**config.mk**
```make
export PLATFORM = sky130hd
export DESIGN_NAME = mpsi_ctrl
export DESIGN_NICKNAME = d
export VERILOG_FILES = /design/src/mpsi_pkg.sv /design/src/mpsi_ctrl.sv
export SDC_FILE = /design/constraint.sdc
export NUM_CORES = 1
export LEC_CHECK = 0
export ABC_AREA = 1
export BUFFER_PORTS_ARGS = -buffer_cell sky130_fd_sc_hd__buf_2
export CORE_MARGIN = 1
export CORE_UTILIZATION = 46
export CTS_CLUSTER_SIZE = 28
export DETAILED_ROUTE_END_ITERATION = 8
export GPL_TIMING_DRIVEN = 0
export HOLD_SLACK_MARGIN = 0.05
export PLACE_DENSITY_LB_ADDON = 0.15
export SYNTH_ARGS = -nofsm -noshare
export SYNTH_HDL_FRONTEND = slang
export SYNTH_SLANG_ARGS = --single-unit
export TNS_END_PERCENT = 10
```
**constraint.sdc**
```tcl
create_clock -name clk_i -period 1.3 [get_ports clk_i]
set_clock_uncertainty 0.05 [all_clocks]
set_input_delay 0.065 -clock clk_i [delete_from_list [all_inputs] [get_ports clk_i]]
set_output_delay 0.065 -clock clk_i [all_outputs]
set_load 0.01 [all_outputs]
```
**src/mpsi_pkg.sv**
```systemverilog
// ----------------------------------------------------------------------------
// mpsi_pkg: shared types and constants of the mesh plane split indexer
// Field widths, op and result codes, and controller/datapath command types.
// ----------------------------------------------------------------------------
package mpsi_pkg;

  localparam int unsigned MaxVerts = 4096;
  localparam int unsigned IdxW     = $clog2(MaxVerts);
  localparam int unsigned CntW     = IdxW + 1;

  localparam logic [1:0] OP_VERTEX = 2'd0;
  localparam logic [1:0] OP_TRI    = 2'd1;
  localparam logic [1:0] OP_BEGIN  = 2'd2;
  localparam logic [1:0] OP_UNUSED = 2'd3;

  localparam logic [1:0] KIND_PLACED = 2'd0;
  localparam logic [1:0] KIND_COPIED = 2'd1;
  localparam logic [1:0] KIND_TRI    = 2'd2;
  localparam logic [1:0] KIND_BEGIN  = 2'd3;

  localparam logic [1:0] ST_OK       = 2'd0;
  localparam logic [1:0] ST_FULL     = 2'd1;
  localparam logic [1:0] ST_UNLOADED = 2'd2;

  localparam logic [1:0] REG_PX  = 2'd0;
  localparam logic [1:0] REG_PY  = 2'd1;
  localparam logic [1:0] REG_PZ  = 2'd2;
  localparam logic [1:0] REG_OFF = 2'd3;

  typedef struct packed {
    logic [1:0]      op;
    logic [31:0]     pos_x;
    logic [31:0]     pos_y;
    logic [31:0]     pos_z;
    logic [IdxW-1:0] corner_a;
    logic [IdxW-1:0] corner_b;
    logic [IdxW-1:0] corner_c;
  } in_item_t;

  typedef struct packed {
    logic [1:0]      kind;
    logic            which_mesh;
    logic [IdxW-1:0] new_index;
    logic [IdxW-1:0] source_index;
    logic [IdxW-1:0] tri_first;
    logic [IdxW-1:0] tri_second;
    logic [IdxW-1:0] tri_third;
    logic [1:0]      status;
    logic            last;
  } out_item_t;

  // controller -> datapath
  typedef struct packed {
    logic       capture;   // latch input item
    logic       mul_start; // products into registers
    logic       vtx_commit;
    logic       rd_side;   // read side bit of one corner
    logic       rd_map;    // read majority map of one corner
    logic [1:0] rd_sel;    // corner for side/map read
    logic [1:0] fix_sel;   // corner to copy
    logic       fix_do;    // write copy into map
    logic       begin_clr;
    logic [2:0] emit;      // 0 none, else emit code
  } dp_cmd_t;

  localparam logic [2:0] EM_NONE   = 3'd0;
  localparam logic [2:0] EM_VTX    = 3'd1;
  localparam logic [2:0] EM_FULL   = 3'd2;
  localparam logic [2:0] EM_UNLD   = 3'd3;
  localparam logic [2:0] EM_COPY   = 3'd4;
  localparam logic [2:0] EM_TRI    = 3'd5;
  localparam logic [2:0] EM_BEGIN  = 3'd6;

  // datapath -> controller
  typedef struct packed {
    logic [1:0] op;
    logic       full;
    logic       unloaded;
    logic       split;
    logic [2:0] need_copy; // per corner: odd side and not yet in map
    logic       out_busy;
  } dp_sts_t;

endpackage

```
**src/mpsi_ctrl.sv**
```systemverilog
// ----------------------------------------------------------------------------
// mpsi_ctrl: sequencer of the mesh plane split indexer
// Steps each item through decode, products or side and map reads, copies and result beats.
// ----------------------------------------------------------------------------
module mpsi_ctrl import mpsi_pkg::*; (
  input  logic    clk_i,
  input  logic    rst_ni,
  input  logic    in_valid_i,
  output logic    in_ready_o,
  input  dp_sts_t sts_i,
  output dp_cmd_t cmd_o
);

  localparam logic [2:0] S_IDLE  = 3'd0;
  localparam logic [2:0] S_DEC   = 3'd1;
  localparam logic [2:0] S_MUL   = 3'd2;
  localparam logic [2:0] S_SIDE  = 3'd3;
  localparam logic [2:0] S_MAP   = 3'd4;
  localparam logic [2:0] S_FIX   = 3'd5;
  localparam logic [2:0] S_MAPRD = 3'd6;

  logic [2:0] state_q, state_d;
  logic [2:0] todo_q, todo_d;
  logic [1:0] cor_q, cor_d;
  logic [1:0] sel;

  always_comb begin
    sel = 2'd0;
    if (todo_q[0]) sel = 2'd0;
    else if (todo_q[1]) sel = 2'd1;
    else sel = 2'd2;
  end

  always_comb begin
    state_d = state_q;
    todo_d  = todo_q;
    cor_d   = cor_q;
    cmd_o   = '0;
    in_ready_o = 1'b0;
    unique case (state_q)
      S_IDLE: begin
        in_ready_o = 1'b1;
        if (in_valid_i) begin
          cmd_o.capture = 1'b1;
          state_d = S_DEC;
        end
      end
      S_DEC: begin
        if (!sts_i.out_busy) begin
          unique case (sts_i.op)
            OP_VERTEX: begin
              if (sts_i.full) begin
                cmd_o.emit = EM_FULL;
                state_d = S_IDLE;
              end else begin
                cmd_o.mul_start = 1'b1;
                state_d = S_MUL;
              end
            end
            OP_TRI: begin
              if (sts_i.unloaded) begin
                cmd_o.emit = EM_UNLD;
                state_d = S_IDLE;
              end else begin
                cmd_o.rd_side = 1'b1;
                cmd_o.rd_sel  = 2'd0;
                cor_d = 2'd1;
                state_d = S_SIDE;
              end
            end
            OP_BEGIN: begin
              cmd_o.begin_clr = 1'b1;
              cmd_o.emit = EM_BEGIN;
              state_d = S_IDLE;
            end
            default: state_d = S_IDLE;
          endcase
        end
      end
      S_MUL: begin
        if (!sts_i.out_busy) begin
          cmd_o.vtx_commit = 1'b1;
          cmd_o.emit = EM_VTX;
          state_d = S_IDLE;
        end
      end
      // one corner side bit per cycle
      S_SIDE: begin
        cmd_o.rd_side = 1'b1;
        cmd_o.rd_sel  = cor_q;
        if (cor_q == 2'd2) begin
          cor_d = 2'd0;
          state_d = S_MAPRD;
        end else begin
          cor_d = cor_q + 2'd1;
        end
      end
      // one corner map entry per cycle, majority known by now
      S_MAPRD: begin
        cmd_o.rd_map = 1'b1;
        cmd_o.rd_sel = cor_q;
        if (cor_q == 2'd2) begin
          cor_d = 2'd0;
          state_d = S_MAP;
        end else begin
          cor_d = cor_q + 2'd1;
        end
      end
      S_MAP: begin
        todo_d = sts_i.split ? sts_i.need_copy : 3'b000;
        state_d = S_FIX;
      end
      S_FIX: begin
        if (!sts_i.out_busy) begin
          if (todo_q == 3'b000) begin
            cmd_o.emit = EM_TRI;
            state_d = S_IDLE;
          end else begin
            cmd_o.fix_sel = sel;
            cmd_o.fix_do  = 1'b1;
            cmd_o.emit    = EM_COPY;
            todo_d[sel]   = 1'b0;
          end
        end
      end
      default: state_d = S_IDLE;
    endcase
  end

  always_ff @(posedge clk_i or negedge rst_ni) begin
    if (!rst_ni) begin
      state_q <= S_IDLE;
      todo_q  <= '0;
      cor_q   <= '0;
    end else begin
      state_q <= state_d;
      todo_q  <= todo_d;
      cor_q   <= cor_d;
    end
  end

endmodule

```
# Yosys cells after proc, flatten, opt, wreduce, memory -nomap -nowiden
# Index checks and enable logic that the tools add are counted.
# Widths: inputs -> output; s select.
op_classes:
  n_addsub: 1
  mul: 0
  div: 0
  n_lt_le_gt_ge: 2
  eq_ne: 19
  shifts: 0
  muxes: 52
  n_bitwise: 2
  reduce_logical: 10
ops:
  columns: ["op", "n"]
  rows:
  - ["$mux 3", 14]
  - ["$mux 2", 11]
  - ["$pmux 3 s7", 1]
  - ["$mux 1", 18]
  - ["$ne 2x2->1 const B", 9]
  - ["$pmux 3 s3", 2]
  - ["$pmux 3 s2", 2]
  - ["$eq 3x3->1 const B", 3]
  - ["$reduce_and 7->1", 1]
  - ["$eq 3x2->1 const B", 2]
  - ["$logic_not 3->1", 2]
  - ["$eq 2x2->1 const B", 2]
  - ["$mux 4", 1]
  - ["$pmux 2 s2", 1]
  - ["$reduce_and 4->1", 1]
  - ["$reduce_bool 2->1", 2]
  - ["$and 3x3->3", 1]
  - ["$eq 3x1->1 const B", 1]
  - ["$lt 2x3->1 const B", 1]
  - ["$not 3->3", 1]
  - ["$reduce_and 3->1", 1]
  - ["$add 2x1->2 const B", 1]
  - ["$demux 1 s2", 1]
  - ["$eq 2x1->1 const B", 1]
  - ["other kinds (6)", 6]
totals:
  reg_bits: 8
  latchBits: 0
  mem_bits_rw: 0
  mem_bits_ro: 0
  input_bits: 12
  out_inout_bits: 15
  memories: 0

# Longest topological paths before layout
logic_depth:
  ltp_word: 11
  depth_mapped: 9
  ltp_nobuf: 9

# Worst setup path before layout
# Ideal clock, no wire load.
synth_path:
  kind: "register -> register"
  startpoint: "register state_q[0]"
  endpoint: "register state_q[0]"
  setup_ns: 0.117
  t_arrival_ns: 1.086
  required_ns: 1.133
  setup_slack_ns: 0.047
  path_stages_with_launch: 9
  synth_period_minus_slack_ns: 1.253
  cell_sequence: "dfrtp_1 > inv_1 > nand2_2 > nor2_1 > nand2_1 > nand2_1 > inv_1 > nand3_1 > nand2_1"
synth_via:
  elab_chain_len: 3
synth_rtl:
  columns: ["element", "line", "text"]
  rows:
  - ["start: declaration", "mpsi_ctrl.sv:22", "logic [2:0] state_q, state_d;"]
  - ["start signal: assignment", "mpsi_ctrl.sv:136", "state_q <= state_d;"]
  - ["$eq 3x3->1, or another cell as far along", "mpsi_ctrl.sv:40", "unique case (state_q)"]
  - ["$ne 2x2->1 (no source line)", null, null]
  - ["$reduce_and 7->1 (no source line)", null, null]
# Several ways; a longest one is shown, not always the timed one.
# A chain may end at the register's enable or synchronous reset.

==> summary.txt <==
Final layout
  – Multi-input logic area: 447.9 um2
  – Fill cells: 130
  – Sequential cell area: 201.4 um2
  – Final non-filler cell total: around 170
  – Share of cells above drive strength 1: 0.3907
  – Final Util: 0.7439
  – Layout Nets: 165
  – Ant diodes: 0
  – Syn-to-layout area delta: 47.40%
  – Final instance area: 992.2 um2

Worst setup path
  – Reg-to-Reg Start: state_q[0]
  – CP Capture Type: primary output
  – Worst setup path endpoint: cmd_o[1]
  – RR Endpoint: state_q[2]
  – Worst R2R Path Depth: 9
  – CP required: approximately 1200 ps
  – Max FO, Critical Path: 4
  – R2r setup slk: -70 ps
  – Arr. time, crit path: ~1400 ps
  – Kind of start point of the critical path: flip-flop
  – Critical path startpoint: state_q[1]
  – Setup CP Type: flip-flop to primary output

Hold path
  – Worst hold path type: primary input to flip-flop
  – Hold-critical path depth: 5

Floorplan
  – Die Span Y: ~40 um
  – Initial Utilization: 0.5047
  – Die width: ~40 um
  – Die area: ~0.0016 mm2
  – Core ar.: roughly 0.0013 mm2
  – # IOs: 27
  – Site Rows: 13

Timing
  – Max Slew Vio Count: 0
  – Hold WS: between 100 and 150 ps
  – # setup viols final: 18
  – RSZ-0062 raised after global routing: true
  – Final WS setup: -203.5 ps
  – Rel. slew slack: 0.8070
  – Maximum clock rate: 0.6651 GHz
  – Final period utilization: 1.157
  – Final hold vios: 0
  – Slew @ Worst Pin: approximately 290 ps
  – Post-route setup TNS: -1995 ps
  – Final worst path period need: roughly 1500 ps

Clocking
  – Num CTS Buffers: 3
  – Clk_lat worst skew: 260 ps
  – CTS tree: yes
  – Clock Tree Buf Depth: 2
  – CTS Sinks: 8
  – H-tree lvl count: 1
  – Clock-pin transition on the worst setup and hold timing paths: approximately 50 ps
  – Root buffer cell: clkbuf_4

Synth
  – Syn nets: 126
  – Synth Flop Type: dfrtp_1
  – Async SR Flop Fraction: 1.000
  – Unique masters post-synth: 16
  – Mapped Cells: 114
  – Synth Register Bits: 8
  – Mapped cell area: around 670 um2
  – Yosys warnings: 0
  – Number of enable flip-flop cells after synthesis: 0
  – Syn_area_per_cell: roughly 5.9 um2
  – Sequential share of the synthesized area: 0.2974

GRT
  – Grt ovf: 0
  – Initial antenna violation count: 0
  – Most Crowded Layer GR: met2
  – Pin count of the biggest net entering global routing: 9
  – Met3 usage: 0.06667
  – Met2 usage: 0.4073
  – Vias in the first global route: 664
  – Met1 usage: 0.2568
  – First-pass GRT wire length: around 2500 um
  – Total track usage: 0.2280

Placement
  – PortBufs: 26
  – Dpl cells: roughly 160
  – Post-DP Area: between 800 and 900 um2
  – Detailed Place HPWL: roughly 1200 um
  – Placer Congestion: roughly 0.8
  – Dpl ws: -60.97 ps

Power and ir drop
  – Worst vdd ir: between 1 and 1.5 mV
  – Power density over the cells: approximately 1800 mW/mm2
  – Total power: about 1.8 mW
  – Lkg Pwr: between 0.5 and 0.6 nW

Flow run
  – Max-cap violations: 0

Drt
  – DR vias: 805
  – DRT iter0 DRCs: 15
  – DR vias/cell: about 4.8
  – Antenna Nets Post-Route: 0
  – Routed WL: about 1800 um
  – DR DRC count: 0
  – 1st-pass router iterations: 4
  – Wirelength per Cell: 10.82 um

Outcome
  – Failing checks: setup timing
  – Run status: finished, violations left
==> sequential cells by signal (all words and copies together), names as in the netlist <==
| name | cells |
|---|---|
| cor_q | 2 |
| todo_q | 3 |
| state_q | 3 |
==> worst min path at each step <==
stage	startpoint	slack [ps]	end
6_report	sts_i[3]	110	todo_q[2]
5_1_grt	rst_ni	150	todo_q[1]
4_1_cts	rst_ni	120	todo_q[1]
3_5_place_dp	rst_ni	-130	todo_q[1]
3_3_place_gp	rst_ni	-140	todo_q[1]
2_1_floorplan	rst_ni	-280	cor_q[0]
==> routing by layer <==
metal  routed length (um)  vias up
met4                   17        0
li1                     -      430
met5                    0        -
met3                   95        2
met2                  907       25
met1                  777      348
==> worst max-delay path: stages (launching register included) <==
cell and delay [ps]:
dfrtp_1 390, inv_2 100, nand2_4 80, nor2_4 140, nand2_2 100, inv_2 70, o21ai_0 80, inv_1 80
buf_6 100
==> kinds of logic (layout without fill, tap and decap cells) <==
| kind of cell | after synthesis | in the layout | share of synthesized area |
|---|---|---|---|
| AOI/OAI and AO/OA | 12 | 12 | 0.09106 |
| and+or+nand+nor | 73 | 73 | 0.4889 |
| DFF | 8 | 8 | 0.2974 |
| buffers and inverters | 21 | 58 | 0.1227 |
==> cells in the final DEF (no fill, tap or decap), drive strengths merged <==
cell type,synthesis,layout
buf,1,32
a21oi,1,1
dlygate4sd3,0,3
nand3,13,13
o21ai,10,10
nor2,16,16
dfrtp,8,8
clkbuf,0,3
inv,20,20
nand2,39,39
o22ai,1,1
nor3,5,5
==> area by class of cell <==
type                    count  area share
repair buffers             34      0.2093
clock buffers               3     0.02270
inverters                  20     0.08323
flip-flops and latches      8      0.2030
multi-input cells          85      0.4515
well taps                  15     0.01892
plain buffers               1     0.01135
==> timing repair <==
item                                    CTS  global route
pin swaps                                 2             3
gates resized for setup                   5            21
hold buffers                              3             0
hold endpoints to repair                  9             0
endpoints found under the setup margin   16            22
buffers inserted                          4             1
==> report_power, final <==
part | switching, mW | internal [mW] | total (mW)
clock | 0.0858 | 0.106 | 0.191
combinational | 0.712 | 0.422 | 1.13
sequential | 0.0933 | 0.362 | 0.455
total | 0.891 | 0.890 | 1.78
==> synthesized netlist by cell type, types with 2 or more instances <==
cell,n,share of area
inv_1,18,0.10
nand2_2,3,0.028
nand3_1,13,0.097
nor2_2,5,0.046
nor3_1,4,0.030
dfrtp_1,8,0.30
nor2_1,10,0.056
inv_2,2,0.011
o21ai_0,9,0.067
nand2_1,36,0.20
No activity file was read; power rests on OpenSTA's default activity.
